[src/sv/coulomb_inverse_distance_assert.svh]
// Assertion macros for the inverse-distance block.
// Used by the top level only; no other dependencies.
`ifndef COULOMB_INVERSE_DISTANCE_ASSERT_SVH
`define COULOMB_INVERSE_DISTANCE_ASSERT_SVH

// same-cycle implication
`define CID_ASSERT_IMP(label, clk, rst_n, ante, cons, msg) \
  label: assert property (@(posedge clk) disable iff (!rst_n) (ante) |-> (cons)) \
    else $error(msg);

// next-cycle implication
`define CID_ASSERT_NXT(label, clk, rst_n, ante, cons, msg) \
  label: assert property (@(posedge clk) disable iff (!rst_n) (ante) |=> (cons)) \
    else $error(msg);

`endif

[src/sv/cid_pkg.sv]
// Types and constants for the inverse-distance block.
// No dependencies.
package cid_pkg;

  localparam int MaxDims   = 4;
  localparam int CoordW    = 32;
  localparam int DivCells  = 64;
  localparam int SqrtCells = 32;

  localparam logic [2:0]  DimsReset = 3'd3;
  localparam logic [31:0] PotMax    = 32'hFFFF_FFFF;

  typedef struct packed {
    logic signed [31:0] row_coord_0;
    logic signed [31:0] row_coord_1;
    logic signed [31:0] row_coord_2;
    logic signed [31:0] row_coord_3;
    logic signed [31:0] col_coord_0;
    logic signed [31:0] col_coord_1;
    logic signed [31:0] col_coord_2;
    logic signed [31:0] col_coord_3;
    logic               last_in_block;
  } cid_in_t;

  typedef struct packed {
    logic [31:0] potential;
    logic        zero_distance;
    logic        saturated;
    logic        last_out;
  } cid_out_t;

  // flags that ride alongside the pipeline
  typedef struct packed {
    logic        special;
    logic [31:0] pot_special;
    logic        zero;
    logic        sat;
    logic        last;
  } cid_side_t;

  typedef struct packed {
    logic [63:0] rem;
    logic [63:0] dvs;
    logic [63:0] quo;
    cid_side_t   side;
  } cid_div_t;

  typedef struct packed {
    logic [63:0] rad;
    logic [33:0] rem;
    logic [31:0] root;
    cid_side_t   side;
  } cid_sqrt_t;

endpackage

[src/sv/cid_div_cell.sv]
// One restoring-division cell: one quotient bit per cycle.
// Depends on cid_pkg.
module cid_div_cell (
  input  logic              clk,
  input  logic              rst_n,
  input  logic              in_vld,
  input  cid_pkg::cid_div_t in_data,
  output logic              out_vld,
  output cid_pkg::cid_div_t out_data
);

  logic              vld_r;
  cid_pkg::cid_div_t data_r, data_nxt;
  logic [64:0]       t_w;
  logic [64:0]       d_w;

  always_comb begin
    t_w      = {in_data.rem, 1'b0};
    d_w      = {1'b0, in_data.dvs};
    data_nxt = in_data;
    if (t_w >= d_w) begin
      data_nxt.rem = 64'(t_w - d_w);
      data_nxt.quo = {in_data.quo[62:0], 1'b1};
    end else begin
      data_nxt.rem = t_w[63:0];
      data_nxt.quo = {in_data.quo[62:0], 1'b0};
    end
  end

  always_ff @(posedge clk) begin
    if (!rst_n) begin
      vld_r <= 1'b0;
    end else begin
      vld_r <= in_vld;
    end
    data_r <= data_nxt;
  end

  assign out_vld  = vld_r;
  assign out_data = data_r;

endmodule

[config.mk]
export PLATFORM = sky130hd
export DESIGN_NAME = cid_div_cell
export DESIGN_NICKNAME = d
export VERILOG_FILES = /design/src/sv/coulomb_inverse_distance_assert.svh /design/src/sv/cid_pkg.sv /design/src/sv/cid_div_cell.sv
export SDC_FILE = /design/constraint.sdc
export NUM_CORES = 1
export LEC_CHECK = 0
export ABC_AREA = 1
export BUFFER_PORTS_ARGS = -buffer_cell sky130_fd_sc_hd__buf_2
export CAP_MARGIN = 15
export CELL_PAD_IN_SITES_DETAIL_PLACEMENT = 1
export CELL_PAD_IN_SITES_GLOBAL_PLACEMENT = 2
export CORE_ASPECT_RATIO = 1.1
export CORE_UTILIZATION = 23
export DETAILED_ROUTE_END_ITERATION = 6
export MAX_ROUTING_LAYER = met4
export PLACE_DENSITY_LB_ADDON = 0.1
export SYNTH_ARGS = -nofsm -noshare
export SYNTH_HDL_FRONTEND = slang
export SYNTH_SLANG_ARGS = --single-unit
[constraint.sdc]
create_clock -name clk -period 2 [get_ports clk]
set_input_delay 0.3 -clock clk [delete_from_list [all_inputs] [get_ports clk]]
set_output_delay 0.3 -clock clk [all_outputs]
set_load 0.01 [all_outputs]
==> results of run 1 <==
==> metal layers <==
metal  wire length [um]  global-route usage (%)  part of all wire [%]  vias up
met5                  0                       -                     0        -
met4               1750                    7.04                   2.9        0
met3               2060                    2.35                   3.4       81
met2              32700                    44.1                    54      320
met1              23800                    24.0                    40     6721
li1                   -                       -                     -     7354
==> worst max path at each step <==
stage / startpoint / to / slack [ns] / cells after the start
global placement: in_data[149] / out_data[210] / -0.65 / 15
global route: in_data[138] / out_data[184] / 0.004 / 18
floorplan: in_data[161] / out_data[220] / 0.002 / 16
CTS: in_data[126] / out_data[223] / 0.02 / 16
finish: in_data[131] / out_data[212] / 0.09 / 17
detailed placement: in_data[149] / out_data[210] / -0.61 / 15
==> timing repair <==
action	CTS	global route
gates cloned	0	2
hold buffers	196	0
resized for setup	2	36
endpoints found under the hold margin	195	0
endpoints found under the setup margin	4	64
pin swaps	0	2
==> cell families (layout without fill, tap and decap cells) <==
group	Yosys count	after routing	share of synthesized area, %
flops	229	229	38.8
compound gates	51	51	2.22
fa+ha+maj	65	65	6.94
buf+inv	410	1433	13.6
other cells	0	2	0
simple gates	1013	1013	36.2
xor+xnor	31	31	2.30
==> power groups by stage <==
stage	combinational [W]	sequential (W)	clock (W)
finish	0.00452	0.00514	0.00535
global route	0.00498	0.00517	0.00572
CTS	0.00452	0.00513	0.00554
floorplan	0.00163	0.00545	0
detailed placement	0.00420	0.00523	0
global placement	0.00415	0.00523	0
==> cell usage in the layout (no fill, tap or decap), types with 4 or more instances in the layout <==
cell / count
inv_2: 9
nor2_1: 97
nand3b_1: 15
nor3_1: 8
nand3_2: 24
a21oi_1: 43
ha_1: 50
and3_1: 4
buf_12: 11
dfxtp_1: 229
buf_4: 325
nand2_2: 13
nand4_1: 8
xor2_1: 30
clkbuf_16: 29
inv_1: 382
nor4_1: 4
nand3_1: 108
ha_2: 7
buf_2: 458
dlygate4sd3_1: 196
nand2_1: 702
nor2_4: 5
clkbuf_8: 9
nor2_2: 14
ha_4: 7
==> per-stage QoR <==
stage / cells / util [%] / hold WS [ns]
6_report: 3484 / 41.0 / 0.0388
5_1_grt: 3484 / 41.0 / 0.0441
4_1_cts: 3480 / 40.6 / 0.0101
3_5_place_dp: 3235 / 34.8 / 0.404
3_3_place_gp: 3235 / 34.8 / 0.402
2_1_floorplan: 1799 / - / 0.328
==> registers in the layout (all words and copies together), names as in the netlist <==
name	cells
out_vld	1
out_data	228
==> cell type report <==
class | instances | share of cell area, %
clock buffer | 39 | 3.92
clock inverter | 10 | 0.745
timing repair buffer | 993 | 33.7
inverter | 391 | 7.10
multi-input combinational | 1160 | 28.3
antenna | 2 | 0.0242
tap | 660 | 3.99
sequential | 229 | 22.2
==> summary.txt, run 1 <==
Run status
  • Run status: finished, final reports clean

Worst setup path
  • Type of the worst setup path: in -> reg
  • WP buf/inv: 6
  • Slowest cell on crit path: ha_1
  • WP data required: approximately 2.5 ns
  • Startpoint types: input pin
  • Most common cell on crit path: nand2_1
  • Top delay family on crit path: simple AND/OR/NAND/NOR gates
  • Worst-path maximum fanout: 2
  • Worst path arrival time: around 2.4 ns
  • Critical-path cell list: buf_2 > inv_1 > ha_1 > buf_4 > nand2_1 > nor2_1 > nand2_1 > buf_4 > inv_1 > buf_4 > nand2_1 > nand3_1 > nand2_1 > nand3_1 > nand2_1 > nand3_2 > nand2_1
  • Critical Path Sink Type: flop
  • Crit path largest cell delay: 0.29 ns

Logic synthesis
  • Post-Syn Area: between 10000 and 15000 um2
  • Synth area leader: dfxtp_1
  • Seq/Total Area, Yosys: 38.8%
  • Cell with the most instances after synthesis: nand2_1
  • Post-Syn Nets: ~2100
  • Synth area leaders: dfxtp_1, nand2_1, inv_1, ha_1, nand3_1
  • Asr flop ratio synth: 0%
  • Syn Area/Cell: 6.57 um2
  • Post-synth top area share: between 30% and 40%
  • Top FF cell, synth: dfxtp_1
  • Cell count after synthesis: 1799
  • Synth top cells by count: nand2_1, inv_1, dfxtp_1, nand3_1, nor2_1
  • Yosys cell types: 34
  • Synth warn: 0
  • #FFs+latches synth: approximately 230
  • Post-synth EDFFs: 0

Timing
  • Final period util: 95.7%
  • Final Max Slew Viols: 0
  • Total negative setup slack: 0 ns
  • # setup viols final: 0
  • Max Fclk: about 520 MHz
  • Slew margin rel.: between 70% and 80%
  • Worst-margin pin slew: roughly 0.43 ns
  • RSZ-0062 raised after global routing: no
  • Min cycle time layout: roughly 1.9 ns
  • Post-route worst setup slack: roughly 0.086 ns
  • Final hold vios: 0

Clock network
  • Root buffer cell: clkbuf_16
  • H-tree depth: 1
  • CTS tree: built
  • Post-CTS Setup Inserts: 0
  • Clock buffer count from CTS: 27
  • Sink Count: around 230
  • Clock slew seen by the registers of the worst setup and hold paths: ~0.060 ns
  • Clk buf depth: 3

Final layout
  • Area grow syn2layout: 74.8%
  • Share of layout cells above drive strength 1: between 30% and 40%
  • Finished Cell Area: 20700 um2
  • Fillers: roughly 6500
  • Register area: approximately 4600 um2
  • Fin nets: 3098
  • Area occupied by multi-input gates: approximately 5800 um2

Worst hold path
  • WHS Path Cells: 3
  • Hold_sp: in_data[224]
  • Worst Hold Path EP: out_data[225]
  • Min-Delay Path Class: in -> reg

Placed design
  • DP Wirelength: 48.5 mm
  • Pre-CTS setup slack: -0.612 ns
  • Dpl cell area: between 15000 and 20000 um2
  • Gp weighted congestion: approximately 0.89
  • Port Buffers: 458

GRT
  • Total GRT Usage: between 20% and 30%
  • Largest net degree at the start of global routing: 24
  • Initial antenna violation count: 2
  • Via count of the first global-routing pass: roughly 15000
  • Total congestion overflow: 0
  • Global-route wire length before repair: 87.3 mm

Routing
  • Initial DRC Count: between 300 and 400
  • Vias per cell: 4.15
  • Antenna-violating nets left: 0
  • Iteration count of the initial detailed-routing pass: 5
  • DRT Wirelength: 60.3 mm
  • DR DRC count: 0
  • WL/cell: between 15 and 20 um
  • Vias: approximately 14000

Power
  • Power, Total: roughly 0.015 W
  • Maximum vdd drop: between 600 and 700 uV
  • Sw Ratio: just over 30%
  • Pwr Density: between 700 and 800 nW/um2
  • Internal: around 0.010 W
  • Net Switching: 0.00468 W
  • Clock network power share: 35.7%
  • Sequential share of power: 34.2%
  • Comb pwr share: between 30% and 40%
  • P_leak: between 10 and 15 nW

Floorplanning
  • Die height: 240 um
  • Core box area: just over 50000 um2
  • Num rows: 86
  • Die span in x: roughly 220 um
  • Full die area: 52300 um2
  • Initial Utilization: between 20% and 30%
  • Io pins: between 400 and 500

Flow run
  • Max Cap Viol: 0
No activity file was read; power rests on OpenSTA's default activity.
==> run 2: changes to the inputs <==
--- a/config.mk
+++ b/config.mk
@@ -15,6 +15,7 @@
 export DETAILED_ROUTE_END_ITERATION = 6
 export MAX_ROUTING_LAYER = met4
 export PLACE_DENSITY_LB_ADDON = 0.1
+export RECOVER_POWER = 25
 export SYNTH_ARGS = -nofsm -noshare
 export SYNTH_HDL_FRONTEND = slang
 export SYNTH_SLANG_ARGS = --single-unit
==> summary.txt, run 2 (synthesis gave the netlist of run 1 again) <==
Final layout
  • Area grow syn2layout: 74.7% (was 74.8%)
  • Share of layout cells above drive strength 1: 32.7% (was 33.0%)
  • Finished Cell Area: 20700 um2 (about the same)
  • Most frequent cells in the layout: nand2_1, buf_2, inv_1 (unchanged)
  • Fin nets: 3098 (unchanged)
  • Max reg flops: 228 (unchanged)
  • Most common cell after layout, fill and taps aside: nand2_1 (unchanged)

GRT
  • Global-route wire length before repair: 87.3 mm (unchanged)
  • Via count of the first global-routing pass: 15500 (unchanged)
  • Largest net degree at the start of global routing: 24 (unchanged)
  • Total GRT Usage: 22.8% (unchanged)
  • Initial antenna violation count: 2 (unchanged)
  • Total congestion overflow: 0 (unchanged)

Power
  • Sequential share of power: 34.2% (about the same)
  • Sw Ratio: 31.2% (about the same)
  • Net Switching: 0.00468 W (about the same)
  • Clock network power share: 35.7% (about the same)
  • P_leak: 11.9 nW (was 12.0 nW)
  • Comb pwr share: 30.1% (about the same)
  • Pwr Density: 726 nW/um2 (about the same)
  • Power, Total: 0.0150 W (about the same)
  • Maximum vdd drop: 654 uV (about the same)
  • Internal: 0.0103 W (about the same)

Clock network
  • Clock slew seen by the registers of the worst setup and hold paths: 0.06 ns (about the same)
  • Clk buf depth: 3 (unchanged)
  • Sink Count: 229 (unchanged)
  • Post-CTS Setup Inserts: 0 (unchanged)
  • Root buffer cell: clkbuf_16 (unchanged)
  • Clock buffer count from CTS: 27 (unchanged)
  • H-tree depth: 1 (unchanged)
  • CTS tree: built (unchanged)

Timing
  • Final hold vios: 0 (unchanged)
  • Slew margin rel.: 71.1% (unchanged)
  • Worst hold margin: 0.0388 ns (about the same)
  • # setup viols final: 0 (unchanged)
  • Final Max Slew Viols: 0 (unchanged)
  • Final period util: 95.7% (about the same)
  • Max Fclk: 523 MHz (about the same)
  • Worst-margin pin slew: 0.434 ns (unchanged)
  • Min cycle time layout: 1.91 ns (about the same)

Floorplanning
  • Core box area: 50500 um2 (unchanged)
  • Initial Utilization: 23.4% (unchanged)
  • Die height: 240 um (unchanged)
  • Io pins: 460 (unchanged)
  • Full die area: 52300 um2 (unchanged)
  • Num rows: 86 (unchanged)
  • Die span in x: 218 um (unchanged)

Worst setup path
  • Worst-path maximum fanout: 2 (unchanged)
  • Critical Path Sink Type: flop (unchanged)
  • WP data required: 2.45 ns (about the same)
  • Startpoint types: input pin (unchanged)
  • Worst path arrival time: 2.37 ns (about the same)
  • Type of the worst setup path: in -> reg (unchanged)

Worst hold path
  • Min-Delay Path Class: in -> reg (unchanged)

Routing
  • WL/cell: 17.3 um (about the same)
  • Vias: 14500 (about the same)
  • DRT Wirelength: 60.3 mm (about the same)
  • Antenna-violating nets left: 0 (unchanged)
  • Vias per cell: 4.15 (about the same)
  • Iteration count of the initial detailed-routing pass: 5 (unchanged)
  • DR DRC count: 0 (unchanged)
  • Initial DRC Count: 348 (unchanged)

Placed design
  • Dpl cell area: 17500 um2 (unchanged)
  • Port Buffers: 458 (unchanged)
  • DP Wirelength: 48.5 mm (unchanged)
  • Gp weighted congestion: 0.890 (unchanged)

Flow run
  • Max Cap Viol: 0 (unchanged)

Run status
  • Run status: finished, final reports clean (unchanged)
==> run 2: changes by cell type in the layout (fill, tap and decap cells not counted) <==
cell,previous run,this run
clkbuf_1,3,11
buf_2,458,450
==> run 2: through the flow <==
step / setup TNS (ns) / util, % / worst slack, ns / instances
finish: 0 / 40.9 / 0.0862 / 3484
floorplan: 0 / - / 0.00221 / 1799
global placement: -39.37 / 34.8 / -0.646 / 3235
detailed placement: -37.02 / 34.8 / -0.612 / 3235
CTS: 0 / 40.6 / 0.0189 / 3480
global route: -0.0119 / 40.9 / -0.0119 / 3484
==> run 2: final timing paths <==
check	startpoint	to	slack [ns]	depth (start not counted)
hold / removal	in_data[224]	out_data[225]	0.04	3
setup / recovery	in_data[131]	out_data[212]	0.09	17
==> run 2: worst max-delay path, stage by stage <==
cell and delay [ns]:
buf_2 0.10, inv_1 0.05, ha_1 0.29, buf_4 0.11, nand2_1 0.07, nor2_1 0.20
nand2_1 0.18, buf_4 0.18, inv_1 0.16, buf_4 0.15, nand2_1 0.05, nand3_1 0.12
nand2_1 0.13, nand3_1 0.10, nand2_1 0.07, nand3_2 0.07, nand2_1 0.04
==> run 2: area by class of cell <==
cell class	count	area (um2)
multi-input combinational	1160	5850
antenna	2	5.00
clock buffer	39	811
inverter	391	1470
clock inverter	10	154
fill	6477	29800
timing repair buffer	993	6970
tap	660	826
sequential	229	4580
==> run 2: power by group through the flow <==
stage	Combinational [W]	Clock (W)	Sequential, W
floorplan	0.00163	0	0.00545
global placement	0.00415	0	0.00523
detailed placement	0.00420	0	0.00523
CTS	0.00452	0.00554	0.00513
global route	0.00498	0.00572	0.00517
finish	0.00451	0.00536	0.00514
==> run 2: timing repair <==
| action | CTS | global route |
|---|---|---|
| cloned | 0 | 2 |
| endpoints found under the setup margin | 4 | 64 |
| hold buffers | 196 | 0 |
| resized for setup | 2 | 36 |
| hold endpoints to repair | 195 | 0 |
| pin swaps | 0 | 2 |
==> run 2: routing by layer <==
metal  track usage (%)  routed length, um  up-vias
li1                  -                  -     7354
met1              24.0              23800     6718
met2              44.1              32700      320
met3              2.35               2060       81
met4              7.04               1750        0
met5                 -                  0        -
