[src/sv/coulomb_inverse_distance_assert.svh]
// Assertion macros for the inverse-distance block.
// Used by the top level only; no other dependencies.
`ifndef COULOMB_INVERSE_DISTANCE_ASSERT_SVH
`define COULOMB_INVERSE_DISTANCE_ASSERT_SVH

// same-cycle implication
`define CID_ASSERT_IMP(label, clk, rst_n, ante, cons, msg) \
  label: assert property (@(posedge clk) disable iff (!rst_n) (ante) |-> (cons)) \
    else $error(msg);

// next-cycle implication
`define CID_ASSERT_NXT(label, clk, rst_n, ante, cons, msg) \
  label: assert property (@(posedge clk) disable iff (!rst_n) (ante) |=> (cons)) \
    else $error(msg);

`endif

[src/sv/cid_pkg.sv]
// Types and constants for the inverse-distance block.
// No dependencies.
package cid_pkg;

  localparam int MaxDims   = 4;
  localparam int CoordW    = 32;
  localparam int DivCells  = 64;
  localparam int SqrtCells = 32;

  localparam logic [2:0]  DimsReset = 3'd3;
  localparam logic [31:0] PotMax    = 32'hFFFF_FFFF;

  typedef struct packed {
    logic signed [31:0] row_coord_0;
    logic signed [31:0] row_coord_1;
    logic signed [31:0] row_coord_2;
    logic signed [31:0] row_coord_3;
    logic signed [31:0] col_coord_0;
    logic signed [31:0] col_coord_1;
    logic signed [31:0] col_coord_2;
    logic signed [31:0] col_coord_3;
    logic               last_in_block;
  } cid_in_t;

  typedef struct packed {
    logic [31:0] potential;
    logic        zero_distance;
    logic        saturated;
    logic        last_out;
  } cid_out_t;

  // flags that ride alongside the pipeline
  typedef struct packed {
    logic        special;
    logic [31:0] pot_special;
    logic        zero;
    logic        sat;
    logic        last;
  } cid_side_t;

  typedef struct packed {
    logic [63:0] rem;
    logic [63:0] dvs;
    logic [63:0] quo;
    cid_side_t   side;
  } cid_div_t;

  typedef struct packed {
    logic [63:0] rad;
    logic [33:0] rem;
    logic [31:0] root;
    cid_side_t   side;
  } cid_sqrt_t;

endpackage

[src/sv/cid_sqrt_cell.sv]
// One digit-by-digit square-root cell: one root bit per cycle.
// Depends on cid_pkg.
module cid_sqrt_cell (
  input  logic               clk,
  input  logic               rst_n,
  input  logic               in_vld,
  input  cid_pkg::cid_sqrt_t in_data,
  output logic               out_vld,
  output cid_pkg::cid_sqrt_t out_data
);

  logic               vld_r;
  cid_pkg::cid_sqrt_t data_r, data_nxt;
  logic [35:0]        t_w;
  logic [35:0]        trial_w;

  always_comb begin
    t_w          = {in_data.rem, in_data.rad[63:62]};
    trial_w      = {2'b00, in_data.root, 2'b01};
    data_nxt     = in_data;
    data_nxt.rad = {in_data.rad[61:0], 2'b00};
    if (t_w >= trial_w) begin
      data_nxt.rem  = 34'(t_w - trial_w);
      data_nxt.root = {in_data.root[30:0], 1'b1};
    end else begin
      data_nxt.rem  = t_w[33:0];
      data_nxt.root = {in_data.root[30:0], 1'b0};
    end
  end

  always_ff @(posedge clk) begin
    if (!rst_n) begin
      vld_r <= 1'b0;
    end else begin
      vld_r <= in_vld;
    end
    data_r <= data_nxt;
  end

  assign out_vld  = vld_r;
  assign out_data = data_r;

endmodule

[config.mk]
export PLATFORM = sky130hd
export DESIGN_NAME = cid_sqrt_cell
export DESIGN_NICKNAME = d
export VERILOG_FILES = /design/src/sv/coulomb_inverse_distance_assert.svh /design/src/sv/cid_pkg.sv /design/src/sv/cid_sqrt_cell.sv
export SDC_FILE = /design/constraint.sdc
export NUM_CORES = 1
export LEC_CHECK = 0
export BUFFER_PORTS_ARGS = -buffer_cell sky130_fd_sc_hd__buf_4
export CAP_MARGIN = 40
export CORE_ASPECT_RATIO = 0.6
export CORE_MARGIN = 2
export CORE_UTILIZATION = 39
export CTS_CLUSTER_SIZE = 8
export DETAILED_ROUTE_END_ITERATION = 6
export GPL_TIMING_DRIVEN = 1
export PLACE_DENSITY = 0.78
export SKIP_LAST_GASP = 1
export SLEW_MARGIN = 10
export SYNTH_ARGS = -nofsm -noshare
export SYNTH_HDL_FRONTEND = slang
export SYNTH_SLANG_ARGS = --single-unit
[constraint.sdc]
create_clock -name clk -period 2.13 [get_ports clk]
set_input_delay 0.1065 -clock clk [delete_from_list [all_inputs] [get_ports clk]]
set_output_delay 0.1065 -clock clk [all_outputs]
set_load 0.01 [all_outputs]
==> results.yml, run 1 <==
cts:
  root_buffer: "clkbuf_16"
  clkSinkCount: 165
  htreeDepth: 4
  cts_buffers: 17
  tritoncts: "yes"
  clkTransAtPathRegs_ps: 70
  clockBufferDepth: 2
global_routing:
  grt_pass1_wl_um: 33900
  grt_use_met2_pct: 48.4
  grt_max_degree: 21
  busiest_layer: "met2"
  grtUsageMet3_pct: 5.18
  grt_use_met1_pct: 33.6
  grt_use_total_pct: 27.2
  grt_remaining_overflow: 0
  antenna_found_initial: 0
  grt_pass1_vias: 6515
logic_synthesis:
  synth-seq-cells: 165
  synth-edff-count: 0
  synth_common_cells: "165 x dfxtp_1, 58 x nand2_1, 42 x inv_1, 41 x o21ai_0, 34 x ha_1"
  syn_area_um2: 5780
  synthFlopType: "dfxtp_1"
  synth_area_leaders: "dfxtp_1 57%, ha_1 7.4%, nand2_1 3.8%, o21ai_0 3.5%, inv_1 2.7%"
  yosysMostFrequentCell: "dfxtp_1"
  synthAdderAreaFrac_pct: 7.36
  async_flop_share_pct: 0
  synth_top_cell_by_area: "dfxtp_1"
  yosys.area_share.xor_xnor_pct: 4.09
  yosysUniqueCellTypes: 62
  synth_warnings: 0
  seq_area_frac_synth_pct: 57.1
  synthSimpleGateAreaFrac_pct: 9.81
  syn-instance-count: 545
  synth_top_family_by_area: "compound AO/OA/AOI/OAI gates"
  muxShareOfSynthArea_pct: 0.952
  syn_area_per_cell_um2: 10.6
  synth-compound-area-share_pct: 16.1
  synth_top_area_share_pct: 57.1
run_status:
  outcome: "complete, no violations"
setup_path:
  start_kind: "input pin"
  crit_chain: "buf_4 -> inv_1 -> ha_1 -> o21ai_1 -> a22oi_2 -> o2111ai_2 -> a2111oi_4 -> o41ai_2 -> and4b_1 -> o41ai_2"
  path_class: "in2reg"
  worstPathMaxFanout: 5
  crit_path_end_kind: "register"
  crit_buf_inv: 2
  crit_path_frequent_cell: "o41ai_2"
  cp.arrival_ps: 2330
  critPathTopFamily: "compound AO/OA/AOI/OAI gates"
  cpPeakStageDelay_ps: 400
  critPathSlowestCell: "a2111oi_4"
  required_ps: 2450
floorplanning:
  die_h_um: 98.3
  row_count: 34
  die_area_um2: 15800
  die_w_um: 161
  initial_utilization_pct: 39.8
  core_area_um2: 14500
  ios: 336
sta:
  finalSetupViolCount: 0
  fin_tns_setup_ps: 0
  finalHoldViolCount: 0
  fin_crit_sh_pct: 94.5
  period_needed_ps: 2010
  fmax_mhz: 497
  rsz0062_at_grt: "true"
  slew_violations: 0
power:
  p_int_mw: 6.17
  leakage_nw: 5.59
  p_comb_share_pct: 24.5
  clock_power_share_pct: 35.6
  netSwitchingPower_mw: 2.46
  total_power_mw: 8.63
  seqPwrFrac_pct: 39.9
  power_density_nw_per_um2: 755
  p_sw_share_pct: 28.5
  peakVddDrop_uv: 566
drt:
  drc: 0
  drt-vias-per-instance: 4.61
  firstDrtPassIters: 5
  ant_nets: 0
  wirelength_um: 21700
  dr.first_iter.drc_count: 325
  wl_per_cell_um: 16.1
  vias: 6218
placed_design:
  numPortBuffers: 333
  placed_area_um2: 9180
  gp_congestion: 0.857
  hpwl_um: 14500
layout:
  fin_nets: 1340
  drive_gt1_share_pct: 42.1
  final_util_pct: 78.8
  fin_area_um2: 11400
  num_antenna_cells: 0
  syn_to_final_growth_pct: 97.8
worst_hold_path:
  min_path_type: "in2reg"
run:
  drv_cap: 0
[per-stage QoR]
step                      hold slack (ps)  std cells  worst slack (ps)
after floorplan                       134        546              1.11
after global placement                211       1151              -235
after detailed placement              212       1151              -337
after CTS                            76.6       1347              92.5
after global routing                 81.6       1348             -42.7
final                                81.8       1348               116
[power groups by stage]
stage	sequential [mW]	clock [mW]	combinational, mW
2_1_floorplan	3.65	0	0.629
3_3_place_gp	3.50	0	1.79
3_5_place_dp	3.51	0	1.82
4_1_cts	3.44	3.10	2.07
5_1_grt	3.47	3.25	2.26
6_report	3.44	3.07	2.11
[area by class of cell]
| type | count | area (um^2) |
|---|---|---|
| sequential | 165 | 3300 |
| fill | 918 | 3070 |
| clock buffer | 18 | 439 |
| multi-input combinational | 322 | 2270 |
| tap | 198 | 248 |
| timing repair buffer | 588 | 4850 |
| clock inverter | 14 | 156 |
| inverter | 43 | 163 |
[per-layer routing]
| metal | part of all wire (%) | routed length, um |
|---|---|---|
| met5 | 0 | 0 |
| met4 | 2.0 | 432 |
| met3 | 5.5 | 1190 |
| met2 | 50 | 10800 |
| met1 | 43 | 9320 |
[path summary, 6_finish.rpt]
path	from	endpoint	slack [ps]	cells after the start
max	in_data[36]	out_data[101]	120	10
min	in_data[165]	out_data[69]	80	4
[tightest hold or removal path, cell delays in order]
cell and delay (ps):
buf_4 120, inv_1 70, buf_4 110, mux2i_1 50
[flip-flops by register name, indices dropped and copies added (netlist names)]
name,count
out_data,164
out_vld,1
[cells in the final DEF, fill, tap and decap left out, types with 3 or more instances in the layout]
cell           instances
inv_8                  3
and3_2                 3
nor3_1                10
inv_1                 42
o31ai_1                4
xnor2_1               14
a21oi_1               27
nand3_1                6
buf_4                422
dlygate4sd3_1        164
clkinvlp_4             3
mux2i_1                4
clkbuf_16             17
nand4_1                6
ha_1                  31
ha_4                   3
nand2b_1               5
dfxtp_1              165
xor2_1                13
a31oi_1                4
inv_6                  3
and2_1                 4
o21ai_1                4
a21o_1                19
nand2_1               57
o21ai_0               41
o41ai_2                3
clkinv_8               3
nor2_1                18
[cell families (layout without fill, tap and decap cells)]
logic type / Yosys count / after routing
other cells: 1 / 2
buf+inv: 59 / 663
xor+xnor: 27 / 27
fa+ha+maj: 34 / 34
flops: 165 / 165
mux: 5 / 5
simple gates: 121 / 121
compound gates: 133 / 133
[timing repair]
action | 4_1_cts | 5_1_grt
setup endpoints to repair | 0 | 3
hold endpoints to repair | 163 | 0
gates resized for setup | 0 | 1
buffers inserted | 0 | 1
hold buffers | 164 | 0
No activity file was read; power rests on OpenSTA's default activity.
==> run 2, diff against run 1 <==
--- a/config.mk
+++ b/config.mk
@@ -8,7 +8,7 @@
 export BUFFER_PORTS_ARGS = -buffer_cell sky130_fd_sc_hd__buf_4
 export CAP_MARGIN = 40
 export CORE_ASPECT_RATIO = 0.6
-export CORE_MARGIN = 2
+export CORE_MARGIN = 1
 export CORE_UTILIZATION = 39
 export CTS_CLUSTER_SIZE = 8
 export DETAILED_ROUTE_END_ITERATION = 6
==> results.yml, run 2 (synthesis gave the netlist of run 1 again) <==
run_status:
  outcome: "complete, no violations"
power:
  total_power_mw: 8.60
  leakage_nw: 5.54
  power_density_nw_per_um2: 757
  peakVddDrop_uv: 536
sta:
  finalSetupViolCount: 0
  slew_violations: 0
  finalHoldViolCount: 0
  rsz0062_at_grt: "false"
  period_needed_ps: 2010
  fmax_mhz: 497
  fin_crit_sh_pct: 94.5
  setup_ws_ps: 118
setup_path:
  path_class: "in2reg"
  start_kind: "input pin"
  worstPathMaxFanout: 5
  required_ps: 2430
  cp.arrival_ps: 2310
  crit_path_end_kind: "register"
floorplanning:
  core_area_um2: 14500
  die_area_um2: 15300
  row_count: 34
  die_w_um: 159
  initial_utilization_pct: 40.0
  die_h_um: 96.3
  ios: 336
placed_design:
  dp.cells: 1136
  numPortBuffers: 333
  pre_cts_ws_ps: -303
  gp_congestion: 0.844
  hpwl_um: 14100
global_routing:
  grt_remaining_overflow: 0
  grt_pass1_vias: 6117
  antenna_found_initial: 0
  grt_use_total_pct: 27.3
  grt_max_degree: 40
  grt_pass1_wl_um: 32300
drt:
  drt-vias-per-instance: 4.56
  dr.first_iter.drc_count: 318
  drc: 0
  wl_per_cell_um: 16.1
  ant_nets: 0
  vias: 6076
  wirelength_um: 21500
  firstDrtPassIters: 5
cts:
  root_buffer: "clkbuf_16"
  clkSinkCount: 165
  cts_buffers: 17
  clockBufferDepth: 2
  tritoncts: "yes"
  htreeDepth: 4
  clkTransAtPathRegs_ps: 60
layout:
  syn_to_final_growth_pct: 96.6
  fillers: 922
  final_util_pct: 78.6
  fin_nets: 1324
  layout_commonest_cell: "buf_4"
  drive_gt1_share_pct: 41.9
  final_cells: 1332
  num_antenna_cells: 0
  regArea_um2: 3300
  multi_input_area_um2: 2320
  final_cell_mix: "408 x buf_4, 165 x dfxtp_1, 162 x dlygate4sd3_1"
  largest_register_ffs: 164
worst_hold_path:
  holdPathEnd: "out_data[94]"
  min_from: "in_data[92]"
  hold_depth: 3
  min_path_type: "in2reg"
run:
  drv_cap: 0
-- run 2: cell types whose count changed in the layout (fill, tap and decap cells not counted), moves of 2 or more --
cell and change:
buf_4 -14, clkinvlp_4 -2, clkinv_8 +2, dlygate4sd3_1 -2
-- run 2: stage by stage --
stage	TNS [ps]	instance area (um^2)	hold WS, ps
2_1_floorplan	0	5830	134
3_3_place_gp	-6000	9060	211
3_5_place_dp	-8090	9060	212
4_1_cts	0	11300	12.5
5_1_grt	0	11400	23.3
6_report	0	11400	33.0
-- run 2: final cells by class --
type                       count  area share [%]
clock buffer                  17            3.74
clock inverter                15            1.57
inverter                      43            1.43
multi-input combinational    322            20.4
sequential                   165            29.1
tap                          198            2.18
timing repair buffer         572            41.6
-- run 2: timing repair --
item / in CTS / in global routing
hold endpoints to repair: 161 / 0
resized for setup: 0 / 7
hold buffers: 162 / 0
buffers inserted: 0 / 1
setup endpoints to repair: 0 / 31
-- run 2: worst max-delay path, cell delays in order --
cell,delay [ps]
buf_4,90
inv_1,40
ha_1,390
a21oi_1,260
nor2_1,110
a211oi_4,320
o211ai_2,190
a21bo_2,250
mux2i_1,150
o221ai_1,130
mux2_4,270
-- run 2: worst max path at each step --
stage	start	to	depth (start not counted)
6_report	in_data[42]	out_data[95]	11
5_1_grt	in_data[57]	out_data[95]	11
4_1_cts	in_data[36]	out_data[101]	10
3_5_place_dp	in_data[36]	out_data[101]	10
3_3_place_gp	in_data[36]	out_data[101]	10
2_1_floorplan	in_data[43]	out_data[95]	12
-- run 2: layer usage --
metal  share of wire [%]  track usage [%]
met1                  43             33.3
met2                  51             49.9
met3                 5.1             5.56
met4                0.96             6.65
met5                   0                0
-- run 2: power by group --
| group | switching [mW] | internal [mW] | leakage, nW |
|---|---|---|---|
| sequential | 0.0842 | 3.36 | 1.39 |
| clock | 1.48 | 1.59 | 0.291 |
| combinational | 0.908 | 1.17 | 3.85 |
| total | 2.48 | 6.13 | 5.54 |
==> run 3, diff against run 2 <==
--- a/config.mk
+++ b/config.mk
@@ -5,7 +5,7 @@
 export SDC_FILE = /design/constraint.sdc
 export NUM_CORES = 1
 export LEC_CHECK = 0
-export BUFFER_PORTS_ARGS = -buffer_cell sky130_fd_sc_hd__buf_4
+export BUFFER_PORTS_ARGS = -buffer_cell sky130_fd_sc_hd__buf_2
 export CAP_MARGIN = 40
 export CORE_ASPECT_RATIO = 0.6
 export CORE_MARGIN = 1
==> results.yml, run 3 (synthesis gave the netlist of run 1 again) <==
drt:
  dr.first_iter.drc_count: 342
  vias: 6207
  ant_nets: 0
  wl_per_cell_um: 15.8
  firstDrtPassIters: 5
  wirelength_um: 21100
  drc: 0
  drt-vias-per-instance: 4.64
power:
  seqPwrFrac_pct: 40.5
  p_sw_share_pct: 28.6
  clock_power_share_pct: 37.5
  p_comb_share_pct: 22.0
  netSwitchingPower_mw: 2.42
  total_power_mw: 8.47
  p_int_mw: 6.05
  peakVddDrop_uv: 477
  power_density_nw_per_um2: 800
  leakage_nw: 5.28
sta:
  finalSetupViolCount: 0
  fmax_mhz: 487
  fin_crit_sh_pct: 96.4
  period_needed_ps: 2050
  fin_tns_setup_ps: 0
  setup_ws_ps: 77.3
  slew_headroom_pct: 67.2
  slew_violations: 0
  worstMarginPinSlew_ps: 487
  finalHoldViolCount: 0
run:
  drv_cap: 0
floorplanning:
  core_area_um2: 14500
  initial_utilization_pct: 40.0
  die_h_um: 96.3
  die_w_um: 159
  ios: 336
  die_area_um2: 15300
  row_count: 34
global_routing:
  grt_use_total_pct: 26.8
  grt_pass1_vias: 6226
  grt_max_degree: 42
  grt_pass1_wl_um: 31800
  grt_remaining_overflow: 0
  antenna_found_initial: 1
layout:
  final_util_pct: 73.2
  fin_nets: 1330
  fillers: 1029
  final_cell_mix: "333 x buf_2, 165 x dfxtp_1, 159 x dlygate4sd3_1"
  drive_gt1_share_pct: 42.8
  regArea_um2: 3300
  syn_to_final_growth_pct: 83.2
  layout_commonest_cell: "buf_2"
  largest_register_ffs: 164
  multi_input_area_um2: 2330
run_status:
  outcome: "complete, no violations"
cts:
  clkTransAtPathRegs_ps: 60
  root_buffer: "clkbuf_16"
  tritoncts: "yes"
  cts_buffers: 17
  htreeDepth: 4
  clkSinkCount: 165
  clockBufferDepth: 2
placed_design:
  numPortBuffers: 333
  gp_congestion: 0.870
  pre_cts_ws_ps: -343
  hpwl_um: 13600
setup_path:
  worstPathMaxFanout: 5
  start_kind: "input pin"
  crit_path_end_kind: "register"
  required_ps: 2430
  path_class: "in2reg"
  cp.arrival_ps: 2350
worst_hold_path:
  min_path_type: "in2reg"
[run 3: through the flow]
| stage | area [um^2] | hold slack [ps] | std cells |
|---|---|---|---|
| finish | 10600 | 28.3 | 1339 |
| global placement | 8270 | 209 | 1142 |
| CTS | 10500 | 7.43 | 1333 |
| detailed placement | 8270 | 210 | 1142 |
| floorplan | 5830 | 134 | 546 |
| global route | 10600 | 32.4 | 1339 |
[run 3: final cells by class]
class / count / share of cell area (%)
Antenna cell: 1 / 0.0236
Clock buffer: 18 / 4.15
Clock inverter: 14 / 1.69
Inverter: 43 / 1.54
Multi-Input combinational cell: 323 / 22.0
Sequential cell: 165 / 31.2
Tap cell: 198 / 2.34
Timing Repair Buffer: 577 / 37.1
[run 3: critical path, cell delays in order]
cell and delay (ps):
buf_2 90, inv_1 40, ha_1 390, nand4_1 200, buf_4 190, nor3_1 170, o21ai_1 110, o211ai_1 170
a211oi_2 130, buf_4 150, o21a_1 220, and2_2 210, a31o_1 170
[run 3: layer usage]
| layer | global-route usage, % | part of all wire [%] |
|---|---|---|
| met1 | 31.8 | 42 |
| met2 | 47.7 | 50 |
| met3 | 5.82 | 6.0 |
| met4 | 11.6 | 2.2 |
| met5 | 0 | 0 |
[run 3: worst paths after layout]
kind | from | to | slack (ps) | cells after the start
worst max-delay path | in_data[41] | out_data[94] | 80 | 13
worst min-delay path | in_data[87] | out_data[89] | 30 | 4
[run 3: power by group through the flow]
stage                     Sequential, mW  Clock [mW]  Combinational (mW)
after global placement              3.49           0                1.53
after floorplan                     3.65           0               0.629
final                               3.43        3.17                1.86
after detailed placement            3.49           0                1.55
after CTS                           3.42        3.22                1.79
after global routing                3.45        3.39                2.01
[run 3: timing repair]
action / CTS / global route
endpoints found under the hold margin: 158 / 0
setup endpoints to repair: 0 / 33
buffers inserted: 0 / 3
hold buffers: 159 / 0
gates resized for setup: 0 / 13
